--- src/shs_pkg.sv ---
// Shared constants, codes and helpers of the symbol histogram sampler.
package shs_pkg;

  // Table geometry.
  localparam int MAX_SLOTS = 28;
  localparam int COUNT_W   = 32;
  localparam int SLOT_W    = $clog2(MAX_SLOTS);
  localparam int USED_W    = $clog2(MAX_SLOTS + 1);

  // Fixed field widths of the stream payloads.
  localparam int ACTION_W = 2;
  localparam int BYTE_W   = 8;
  localparam int FRAC_W   = 32;
  localparam int OSLOT_W  = 5;
  localparam int STATUS_W = 3;
  localparam int IN_DATA_W  = 40;
  localparam int OUT_DATA_W = 16;

  // Request actions.
  localparam logic [ACTION_W-1:0] ACT_CLEAR = 2'd0;
  localparam logic [ACTION_W-1:0] ACT_COUNT = 2'd1;
  localparam logic [ACTION_W-1:0] ACT_DRAW  = 2'd2;

  // Result status codes.
  localparam logic [STATUS_W-1:0] ST_COUNTED  = 3'd0;
  localparam logic [STATUS_W-1:0] ST_IGNORED  = 3'd1;
  localparam logic [STATUS_W-1:0] ST_DRAWN    = 3'd2;
  localparam logic [STATUS_W-1:0] ST_EMPTY    = 3'd3;
  localparam logic [STATUS_W-1:0] ST_CLEARED  = 3'd4;
  localparam logic [STATUS_W-1:0] ST_OVERFLOW = 3'd5;

  // Symbols that the histogram keeps.
  localparam logic [BYTE_W-1:0] CHAR_NL    = 8'd10;
  localparam logic [BYTE_W-1:0] CHAR_SPACE = 8'd32;
  localparam logic [BYTE_W-1:0] CHAR_A     = 8'h61;
  localparam logic [BYTE_W-1:0] CHAR_Z     = 8'h7a;

  // True for space, newline and the lowercase letters.
  function automatic logic is_symbol(input logic [BYTE_W-1:0] b);
    is_symbol = b inside {CHAR_NL, CHAR_SPACE, [CHAR_A:CHAR_Z]};
  endfunction

endpackage

--- src/shs_scale.sv ---
// Registered multiplier that scales a random fraction by the running total.
module shs_scale (
  input  logic                         clk,
  input  logic                         start,
  input  logic [shs_pkg::FRAC_W-1:0]   frac,
  input  logic [shs_pkg::COUNT_W-1:0]  total,
  output logic [shs_pkg::COUNT_W-1:0]  target
);
  import shs_pkg::*;

  localparam int PROD_W = FRAC_W + COUNT_W;

  logic [PROD_W-1:0]  prod;
  logic [COUNT_W-1:0] target_r;

  // Full product; the target is its part above the fraction bits.
  assign prod = {{COUNT_W{1'b0}}, frac} * {{FRAC_W{1'b0}}, total};

  always_ff @(posedge clk) begin
    if (start) begin
      target_r <= prod[PROD_W-1:FRAC_W];
    end
  end

  assign target = target_r;

endmodule

--- src/symbol_histogram_sampler_unit.sv ---
// Top level of the symbol histogram sampler: request control, slot table and output register.
//
// Each request is a clear, a count of one byte or a draw. Clears, ignored bytes, bytes
// refused for a full total, draws on an empty table and the first symbol of an empty table
// go from idle straight to the done state. Other counts and draws walk the slot table
// through its single read port, one slot a cycle. The symbol and count memories share one
// address; the draw target comes from one registered 32 by 32 multiplier, loaded as the
// draw is taken, before the first slot is read. One request is in flight at a time; a new
// request is taken while the previous result still waits in the output register.
module symbol_histogram_sampler_unit (
  input  logic                              clk,
  input  logic                              rst_n,
  input  logic                              in_tvalid,
  output logic                              in_tready,
  // byte_in [7:0], random_fraction [39:8]
  input  logic [shs_pkg::IN_DATA_W-1:0]     in_tdata,
  // action [1:0]
  input  logic [shs_pkg::ACTION_W-1:0]      in_tuser,
  output logic                              out_tvalid,
  input  logic                              out_tready,
  // symbol_out [7:0], slot_out [12:8], zero above
  output logic [shs_pkg::OUT_DATA_W-1:0]    out_tdata,
  // status [2:0]
  output logic [shs_pkg::STATUS_W-1:0]      out_tuser
);
  import shs_pkg::*;

  localparam logic [1:0] S_IDLE = 2'd0;
  localparam logic [1:0] S_SCAN = 2'd1;
  localparam logic [1:0] S_DONE = 2'd2;

  // Request fields.
  logic [ACTION_W-1:0] in_action;
  logic [BYTE_W-1:0]   in_byte;
  logic [FRAC_W-1:0]   in_frac;

  assign in_action = in_tuser;
  assign in_byte   = in_tdata[BYTE_W-1:0];
  assign in_frac   = in_tdata[BYTE_W+FRAC_W-1:BYTE_W];

  // Control and table state.
  logic [1:0]          state_r, state_nxt;
  logic                is_draw_r, is_draw_nxt;
  logic [BYTE_W-1:0]   sym_r, sym_nxt;
  logic [USED_W-1:0]   rd_idx_r, rd_idx_nxt;
  logic                chk_valid_r, chk_valid_nxt;
  logic [SLOT_W-1:0]   chk_idx_r, chk_idx_nxt;
  logic [COUNT_W-1:0]  run_r, run_nxt;
  logic [USED_W-1:0]   slots_used_r, slots_used_nxt;
  logic [COUNT_W-1:0]  total_r, total_nxt;

  // Pending result and output register.
  logic [BYTE_W-1:0]   res_sym_r, res_sym_nxt;
  logic [SLOT_W-1:0]   res_slot_r, res_slot_nxt;
  logic [STATUS_W-1:0] res_status_r, res_status_nxt;
  logic                out_valid_r, out_valid_nxt;
  logic [BYTE_W-1:0]   out_sym_r;
  logic [SLOT_W-1:0]   out_slot_r;
  logic [STATUS_W-1:0] out_status_r;
  logic                out_load;

  // Slot memories and their port.
  logic [BYTE_W-1:0]   sym_mem [MAX_SLOTS];
  logic [COUNT_W-1:0]  cnt_mem [MAX_SLOTS];
  logic [BYTE_W-1:0]   rd_sym_r;
  logic [COUNT_W-1:0]  rd_cnt_r;
  logic                rd_en;
  logic                wr_en;
  logic [SLOT_W-1:0]   wr_addr;
  logic [BYTE_W-1:0]   wr_sym;
  logic [COUNT_W-1:0]  wr_cnt;

  // Draw arithmetic.
  logic                mul_start;
  logic [COUNT_W-1:0]  target;
  logic [COUNT_W-1:0]  run_sum;
  logic                hit;
  logic                last;

  assign run_sum = run_r + rd_cnt_r;
  assign hit     = chk_valid_r && (is_draw_r ? (run_sum > target) : (rd_sym_r == sym_r));
  assign last    = chk_valid_r && ((USED_W'(chk_idx_r) + USED_W'(1)) == slots_used_r);

  shs_scale u_scale (
    .clk    (clk),
    .start  (mul_start),
    .frac   (in_frac),
    .total  (total_r),
    .target (target)
  );

  // Next-state logic of the request sequencer.
  always_comb begin
    state_nxt      = state_r;
    is_draw_nxt    = is_draw_r;
    sym_nxt        = sym_r;
    rd_idx_nxt     = rd_idx_r;
    chk_valid_nxt  = 1'b0;
    chk_idx_nxt    = chk_idx_r;
    run_nxt        = run_r;
    slots_used_nxt = slots_used_r;
    total_nxt      = total_r;
    res_sym_nxt    = res_sym_r;
    res_slot_nxt   = res_slot_r;
    res_status_nxt = res_status_r;
    in_tready      = 1'b0;
    rd_en          = 1'b0;
    wr_en          = 1'b0;
    wr_addr        = slots_used_r[SLOT_W-1:0];
    wr_sym         = sym_r;
    wr_cnt         = COUNT_W'(1);
    mul_start      = 1'b0;
    out_load       = 1'b0;

    case (state_r)
      S_IDLE: begin
        in_tready = 1'b1;
        if (in_tvalid) begin
          res_sym_nxt  = '0;
          res_slot_nxt = '0;
          state_nxt    = S_DONE;
          case (in_action)
            ACT_CLEAR: begin
              slots_used_nxt = '0;
              total_nxt      = '0;
              res_status_nxt = ST_CLEARED;
            end
            ACT_COUNT: begin
              if (!is_symbol(in_byte)) begin
                res_status_nxt = ST_IGNORED;
              end else if (&total_r) begin
                res_status_nxt = ST_OVERFLOW;
              end else if (slots_used_r == '0) begin
                // First symbol of an empty table goes straight into slot zero.
                wr_en          = 1'b1;
                wr_addr        = '0;
                wr_sym         = in_byte;
                slots_used_nxt = USED_W'(1);
                total_nxt      = total_r + COUNT_W'(1);
                res_status_nxt = ST_COUNTED;
              end else begin
                state_nxt   = S_SCAN;
                is_draw_nxt = 1'b0;
                sym_nxt     = in_byte;
                rd_idx_nxt  = '0;
              end
            end
            ACT_DRAW: begin
              if (total_r == '0 || slots_used_r == '0) begin
                res_status_nxt = ST_EMPTY;
              end else begin
                state_nxt   = S_SCAN;
                is_draw_nxt = 1'b1;
                rd_idx_nxt  = '0;
                run_nxt     = '0;
                mul_start   = 1'b1;
              end
            end
            default: begin
              res_status_nxt = ST_IGNORED;
            end
          endcase
        end
      end

      S_SCAN: begin
        // Issue one slot read a cycle and check the slot read in the cycle before.
        if (rd_idx_r < slots_used_r) begin
          rd_en         = 1'b1;
          chk_valid_nxt = 1'b1;
          chk_idx_nxt   = rd_idx_r[SLOT_W-1:0];
          rd_idx_nxt    = rd_idx_r + USED_W'(1);
        end
        if (chk_valid_r && is_draw_r) begin
          run_nxt = run_sum;
        end
        if (hit || last) begin
          state_nxt     = S_DONE;
          chk_valid_nxt = 1'b0;
          res_sym_nxt   = '0;
          res_slot_nxt  = '0;
          if (is_draw_r) begin
            if (hit) begin
              res_sym_nxt    = rd_sym_r;
              res_slot_nxt   = chk_idx_r;
              res_status_nxt = ST_DRAWN;
            end else begin
              res_status_nxt = ST_EMPTY;
            end
          end else if (hit) begin
            // Known symbol: raise its count.
            wr_en          = 1'b1;
            wr_addr        = chk_idx_r;
            wr_cnt         = rd_cnt_r + COUNT_W'(1);
            total_nxt      = total_r + COUNT_W'(1);
            res_slot_nxt   = chk_idx_r;
            res_status_nxt = ST_COUNTED;
          end else if (slots_used_r == USED_W'(MAX_SLOTS)) begin
            res_status_nxt = ST_OVERFLOW;
          end else begin
            // New symbol takes the next free slot.
            wr_en          = 1'b1;
            slots_used_nxt = slots_used_r + USED_W'(1);
            total_nxt      = total_r + COUNT_W'(1);
            res_slot_nxt   = slots_used_r[SLOT_W-1:0];
            res_status_nxt = ST_COUNTED;
          end
        end
      end

      S_DONE: begin
        if (!out_valid_r || out_tready) begin
          out_load  = 1'b1;
          state_nxt = S_IDLE;
        end
      end

      default: begin
        state_nxt = S_IDLE;
      end
    endcase
  end

  // Output register valid flag.
  always_comb begin
    out_valid_nxt = out_valid_r;
    if (out_tready) begin
      out_valid_nxt = 1'b0;
    end
    if (out_load) begin
      out_valid_nxt = 1'b1;
    end
  end

  // Control registers.
  always_ff @(posedge clk) begin
    if (!rst_n) begin
      state_r      <= S_IDLE;
      chk_valid_r  <= 1'b0;
      slots_used_r <= '0;
      total_r      <= '0;
      out_valid_r  <= 1'b0;
    end else begin
      state_r      <= state_nxt;
      chk_valid_r  <= chk_valid_nxt;
      slots_used_r <= slots_used_nxt;
      total_r      <= total_nxt;
      out_valid_r  <= out_valid_nxt;
    end
  end

  // Working and payload registers.
  always_ff @(posedge clk) begin
    is_draw_r    <= is_draw_nxt;
    sym_r        <= sym_nxt;
    rd_idx_r     <= rd_idx_nxt;
    chk_idx_r    <= chk_idx_nxt;
    run_r        <= run_nxt;
    res_sym_r    <= res_sym_nxt;
    res_slot_r   <= res_slot_nxt;
    res_status_r <= res_status_nxt;
    if (out_load) begin
      out_sym_r    <= res_sym_r;
      out_slot_r   <= res_slot_r;
      out_status_r <= res_status_r;
    end
  end

  // Slot table memories with a registered read.
  always_ff @(posedge clk) begin
    if (wr_en) begin
      sym_mem[wr_addr] <= wr_sym;
      cnt_mem[wr_addr] <= wr_cnt;
    end
    if (rd_en) begin
      rd_sym_r <= sym_mem[rd_idx_r[SLOT_W-1:0]];
      rd_cnt_r <= cnt_mem[rd_idx_r[SLOT_W-1:0]];
    end
  end

  // Result stream.
  assign out_tvalid = out_valid_r;
  assign out_tdata  = {{(OUT_DATA_W - BYTE_W - OSLOT_W){1'b0}}, OSLOT_W'(out_slot_r), out_sym_r};
  assign out_tuser  = out_status_r;

`ifndef SYNTH
  // The table is empty exactly when the total is zero.
  a_empty_consistent: assert property (@(posedge clk) disable iff (!rst_n)
    (slots_used_r == '0) == (total_r == '0))
    else $error("slot usage and total disagree on an empty table");

  // The fill level never passes the table size.
  a_used_bound: assert property (@(posedge clk) disable iff (!rst_n)
    slots_used_r <= USED_W'(MAX_SLOTS))
    else $error("slot usage beyond table size");

  // A slot under check always lies inside the used part of the table.
  a_check_in_range: assert property (@(posedge clk) disable iff (!rst_n)
    chk_valid_r |-> (USED_W'(chk_idx_r) < slots_used_r))
    else $error("checked slot outside the used table");

  // A scan always ends in a pending result.
  a_scan_ends: assert property (@(posedge clk) disable iff (!rst_n)
    (state_r == S_SCAN && (hit || last)) |=> (state_r == S_DONE))
    else $error("scan ended without a result");
`endif

endmodule

--- config.mk ---
export PLATFORM = sky130hd
export DESIGN_NAME = symbol_histogram_sampler_unit
export DESIGN_NICKNAME = d
export VERILOG_FILES = /design/src/shs_pkg.sv /design/src/shs_scale.sv /design/src/symbol_histogram_sampler_unit.sv
export SDC_FILE = /design/constraint.sdc
export NUM_CORES = 2
export LEC_CHECK = 0
export BUFFER_PORTS_ARGS = -buffer_cell sky130_fd_sc_hd__buf_2
export CAP_MARGIN = 20
export CORE_AREA = 4 4 378 417
export CTS_CLUSTER_DIAMETER = 200
export CTS_CLUSTER_SIZE = 12
export DETAILED_ROUTE_END_ITERATION = 7
export DIE_AREA = 0 0 382 421
export GPL_TIMING_DRIVEN = 0
export PLACE_DENSITY = 0.81
export SLEW_MARGIN = 40
export SYNTH_ARGS = -nofsm -noshare
export SYNTH_HDL_FRONTEND = slang
export SYNTH_SLANG_ARGS = --single-unit
--- constraint.sdc ---
create_clock -name clk -period 7.5 [get_ports clk]
set_input_delay 1.125 -clock clk [delete_from_list [all_inputs] [get_ports clk]]
set_output_delay 1.125 -clock clk [all_outputs]
set_load 0.02 [all_outputs]
# [Word-level counts from Yosys, hierarchy flattened]
# Memories as Yosys holds them, arrays and structs flattened. A register that Yosys moved wholly into a read port is not among the register bits.
# Index checks and enable logic that the tools add are counted.
[totals] n_memories=2 elab_cells=209 input_bits=46 register_bits=156 mem_bits_rw=1120
[memory_table] name="cnt_mem" words=28 width=32 rd=1 rd_clocked_by_memory_dff=1 wr=1 line="symbol_histogram_sampler_unit.sv:64" source="logic [COUNT_W-1:0] cnt_mem [MAX_SLOTS];"
[memory_table] name="sym_mem" words=28 width=8 rd=1 rd_clocked_by_memory_dff=1 wr=1 line="symbol_histogram_sampler_unit.sv:63" source="logic [BYTE_W-1:0] sym_mem [MAX_SLOTS];"
[classes] n_reduce_logical=28 n_lt_le_gt_ge=4 eq_ne=33 n_addsub=6 n_mux=114 n_bitwise=4 n_mul=1
[ops] operator="$mux W32" count=16
[ops] operator="$pmux W32 S2" count=3
[ops] operator="$mux W5" count=28
[ops] operator="$mux W8" count=10
[ops] operator="$add A32 B1 Y32 const B" count=2
[ops] operator="$mul A32 B32 Y64" count=1
[ops] operator="$pmux W5 S2" count=6
[ops] operator="$add A32 B32 Y32" count=1
[ops] operator="$gt A32 B32 Y1" count=1
[ops] operator="$logic_not A32 Y1" count=1
[ops] operator="$reduce_and A32 Y1" count=1
[ops] operator="$mux W1" count=28
[ops] operator="$mux W3" count=9
[ops] operator="$ne A2 B2 Y1 const B" count=13
[ops] operator="$ne A3 B3 Y1 const B" count=7
[ops] operator="$pmux W8 S2" count=1
[ops] operator="$add A5 B1 Y5 const B" count=3
[ops] operator="$mux W2" count=7
[ops] operator="$reduce_and A10 Y1" count=1
[ops] operator="$reduce_and A5 Y1" count=2
[ops] operator="$pmux W3 S3" count=1
[ops] operator="$reduce_and A9 Y1" count=1
[ops] operator="$eq A8 B4 Y1 const B" count=1
[ops] operator="$eq A8 B6 Y1 const B" count=1
[ops] operator="29 further kinds" count=45

# [Longest topological paths before layout]
[depth] depth_word=10 ltp_mapped=29

# [Cells and area by module]
# From an unflattened synthesis, not the netlist that was laid out.
[unflattened] hier_cells=6355 hier_area_um2=86304.0
[modules_own_cells] module="symbol_histogram_sampler_unit" instances=1 area_each_um2=53018.3 cells_per_inst=2796 seq_area_each_um2=38146.6
[modules_own_cells] module="shs_scale" instances=1 area_each_um2=33285.7 cells_per_inst=3559 seq_area_each_um2=960.9

# [Worst setup path after synthesis]
# OpenSTA, ideal clock, no wires.
[synth_timing] path_type="in2reg" startpoint="input in_tdata[24] in the netlist's numbering" endpoint="register u_scale.target_r[15] (netlist: u_scale.target[15]) (data pin)" t_required_ps=7226 setup_ps=274 path_stages=26 arrival_time_ps=7631 path_slack_ps=-405 cell_sequence="clkbuf_1 and2_1 fa_1 inv_1 fa_1 fa_1 fa_1 inv_1 fa_1 inv_1 fa_1 inv_1 fa_1 inv_1 fa_1 inv_1 ha_1 and4_1 o2111ai_1 a311o_1 a21oi_1 nor4_1 o21ai_0 a21oi_1 o41ai_1 xor2_1"
[synth_between] elab_chain_cells=1
[synth_rtl] element="from (decl)" line="symbol_histogram_sampler_unit.sv:16" source="input logic [shs_pkg::IN_DATA_W-1:0] in_tdata,"
[synth_rtl] element="$mul A32 B32 Y64" line="shs_scale.sv:17" source="assign prod = {{COUNT_W{1'b0}}, frac} * {{FRAC_W{1'b0}}, total};"
[synth_rtl] element="net u_scale.prod[47]" line="shs_scale.sv:13" source="logic [PROD_W-1:0] prod;"
[synth_rtl] element="to (signal assigned)" line="shs_scale.sv:21" source="target_r <= prod[PROD_W-1:FRAC_W];"
[synth_rtl] element="to (decl)" line="shs_scale.sv:14" source="logic [COUNT_W-1:0] target_r;"
# The timed path passes the listed nets, and every way through them passes these cells.
# A chain may end at the register's enable or synchronous reset.

# [Final worst setup path]
[layout_timing] startpoint="input in_tdata[30] in the netlist's numbering" endpoint="register u_scale.target_r[30] (netlist: u_scale.target[30]) (data pin)"
# Same word-level chain as after synthesis.

==> results.py <==
metrics = {
    "run_status": {
        "status": "finished, violations left",
        "violations": "setup timing",
    },
    "global_routing": {
        "gr-total-overflow": 0,
        "grt_pass1_vias": 62500,
        "grt_max_degree": 29,
        "grt_pass1_wl_um": 441000,
        "antenna_found_initial": 20,
        "grt_use_total": 0.384,
    },
    "detailed_routing": {
        "vias": 59600,
        "finalWirelength_um": 309000,
        "wl_met1_um": 94600,
        "top_layer": "met5",
        "post_drt_wl_per_cell_um": 34.5,
        "wl_met3_um": 38300,
        "dr.first_iter.drc_count": 8650,
        "post-route-drc-count": 0,
        "postRouteAntennaNets": 0,
        "dr.pass1.iters": 6,
        "wl_met2_um": 143000,
        "via_per_inst": 6.66,
    },
    "setup_path": {
        "crit_fanout": 10,
        "required_ns": 7.97,
        "startpoint_type": "input pin",
        "critical_path_class": "in2reg",
        "cp_data_arrival_time_ns": 8.17,
        "critPathCaptureType": "register",
    },
    "die": {
        "die_area_mm2": 0.161,
        "core_mm2": 0.153,
        "die_h_um": 421,
        "start_util": 0.567,
        "die_w_um": 382,
        "rows": 151,
        "io_pins": 67,
    },
    "timing": {
        "slew-limit-headroom": 0.287,
        "tightest_slew_ns": 1.06,
        "setup_viol": 17,
        "max_freq_ghz": 0.130,
        "fin_skew_ns": 0.0691,
        "report.final.slew_viol_count": 0,
        "fin_crit_ns": 7.70,
        "holdWs_ns": 0.419,
        "fin_crit_sh": 1.03,
        "tns_ns": -2.26,
        "setup_slack_ns": -0.202,
        "grt_setup_unrepaired": "true",
        "hold_viol": 0,
    },
    "job": {
        "drv_cap": 0,
    },
    "logic_synthesis": {
        "synthTopCellsByCount": "edfxtp_1 (1,275), inv_1 (939), fa_1 (896), and2_1 (657), nand2_1 (565)",
        "synth_top_area_frac": 0.440,
        "syn-instance-count": 6466,
        "ys_seq_area_frac": 0.450,
        "synth_most_common_cell": "edfxtp_1",
        "ys_warn_count": 0,
        "syn-mean-instance-area_um2": 13.4,
        "async_flop_share": 0,
        "yosys.area.top_type": "edfxtp_1",
        "synthFlopType": "edfxtp_1",
        "synth_edf_count": 1275,
        "ys_ff_latch": 1316,
        "synth_area_mm2": 0.0869,
        "synth_top_cells_by_area": "edfxtp_1 (44%), fa_1 (21%), mux4_2 (8.3%), ha_1 (4.9%), and2_1 (4.7%)",
        "synth_cell_types": 83,
    },
    "cts": {
        "htree_num_levels": 3,
        "cts_buffer_depth": 3,
        "cts_buffers": 119,
        "path_clk_slew_ns": 0.07,
        "cts_tree": "built",
        "clk_latency_ns": 0.78,
        "root_buffer": "clkbuf_16",
        "cts.sink_count": 1316,
        "cts_hold_buf": 0,
    },
    "power_and_ir_drop": {
        "ir_worst_vdd_mv": 0.250,
        "power_leakage_uw": 0.0421,
        "p_total_uw": 14200,
        "power_density_mw_per_mm2": 141,
    },
    "layout": {
        "drive_above_1_share": 0.200,
        "fin_cells": 8953,
        "fillers": 10300,
        "synthToLayoutAreaGrowth_pct": 15.9,
        "final_nets": 8131,
    },
    "place": {
        "gp_congestion": 1.10,
        "io_buffers": 63,
        "dp.cells": 8695,
        "dp_hpwl_um": 216000,
    },
    "worst_hold_path": {
        "hold_path_class": "reg2reg",
    },
}
per-stage QoR:
stage	instance area (um2)	util	setup WS, ns
finish	101000	0.657	-0.202
global route	101000	0.657	-0.347
CTS	99700	0.650	-0.143
detailed placement	93100	0.607	-2.20
global placement	90100	0.588	-3.23
floorplan	87200	-	-0.0470
flip-flops by register name, summed over array words and instances (netlist names):
signal / count
rd_cnt_r: 32
state_r: 2
slots_used_r: 5
out_tvalid: 1
out_tuser: 3
res_slot_r: 5
total_r: 32
run_r: 32
sym_mem: 224
sym_r: 8
rd_idx_r: 5
is_draw_r: 1
res_status_r: 3
out_slot_r: 5
rd_sym_r: 8
out_sym_r: 8
u_scale.target: 32
chk_idx_r: 5
chk_valid_r: 1
res_sym_r: 8
cnt_mem: 896
cells in the final DEF, fill, tap and decap left out, drive strengths merged, types with 13 or more instances in the layout:
master,n
a211oi,13
ha,338
nor2b,19
edfxtp,1275
nand3,54
or3,13
a31oi,14
fa,896
o31ai,15
o211ai,28
clkbuf,418
a21oi,116
nand2,565
nor4,16
dfxtp,41
nand4,47
inv,942
nor2,137
mux4,320
o21ai,102
mux2,47
o21a,14
or4,24
xnor2,60
diode,13
a21o,56
and3,27
and2,658
nand2b,23
nor3,31
mux2i,46
and4,14
buf,349
xor2,49
layer usage:
metal	GRT usage	vias up
li1	-	22700
met1	0.438	29800
met5	0.000299	-
met2	0.608	5343
met4	0.304	12
met3	0.113	1775
logic make-up after synthesis:
logic type | after synthesis | share of synthesized area
fa+ha+maj | 1234 | 0.255
simple gates | 1657 | 0.100
flops | 1316 | 0.450
compound gates | 430 | 0.0321
xor+xnor | 109 | 0.0110
other cells | 1 | 0.0000431
mux | 413 | 0.0943
buf+inv | 1306 | 0.0575
power breakdown:
| group | switching [uW] | internal (uW) | leakage, uW |
|---|---|---|---|
| logic | 390 | 197 | 0.0264 |
| clock network | 2720 | 2900 | 0.00157 |
| registers | 13.1 | 7950 | 0.0141 |
critical path, stage by stage:
cell       delay [ns]
buf_4            0.17
clkbuf_16        0.19
and2_1           0.17
fa_1             0.46
fa_1             0.53
inv_1            0.07
fa_1             0.52
fa_1             0.56
inv_1            0.05
fa_2             0.61
fa_1             0.48
fa_2             0.62
ha_1             0.25
ha_1             0.29
buf_6            0.14
nand4_1          0.25
a2111o_1         0.47
nor2b_1          0.16
o32a_1           0.32
and3_4           0.22
a211oi_4         0.28
buf_4            0.16
xor2_1           0.05
path summary, 6_finish.rpt:
check / from / slack [ns] / cells past startpoint / end
worst max-delay path: in_tdata[30] / -0.20 / 23 / u_scale.target[30]$_DFFE_PP_
worst min-delay path: res_sym_r[1]$_SDFFCE_PN0P_ / 0.42 / 0 / out_sym_r[1]$_DFFE_PP_
worst max register to register: total_r[7]$_SDFFE_PN0P_ / -0.20 / 25 / u_scale.target[30]$_DFFE_PP_
worst min register to register: res_sym_r[1]$_SDFFCE_PN0P_ / 0.42 / 0 / out_sym_r[1]$_DFFE_PP_
layout make-up:
| cell class | instances | area, um2 | area share |
|---|---|---|---|
| Sequential cell | 1316 | 39100 | 0.388 |
| Timing Repair Buffer | 271 | 3870 | 0.0384 |
| Buffer | 358 | 3810 | 0.0378 |
| Inverter | 939 | 3520 | 0.0350 |
| Antenna cell | 13 | 32.5 | 0.000323 |
| Multi-Input combinational cell | 3846 | 44600 | 0.442 |
| Clock buffer | 138 | 3070 | 0.0305 |
| Tap cell | 2065 | 2580 | 0.0256 |
| Clock inverter | 7 | 169 | 0.00168 |
what timing repair did:
| item | in CTS | in global routing |
|---|---|---|
| gates resized for setup | 678 | 109 |
| buffers inserted | 56 | 46 |
| cloned | 6 | 1 |
| pin swaps | 101 | 43 |
| hold endpoints to repair | 0 | 0 |
| endpoints found under the setup margin | 1070 | 767 |
Note: power is estimated with default switching activity, not from simulation.
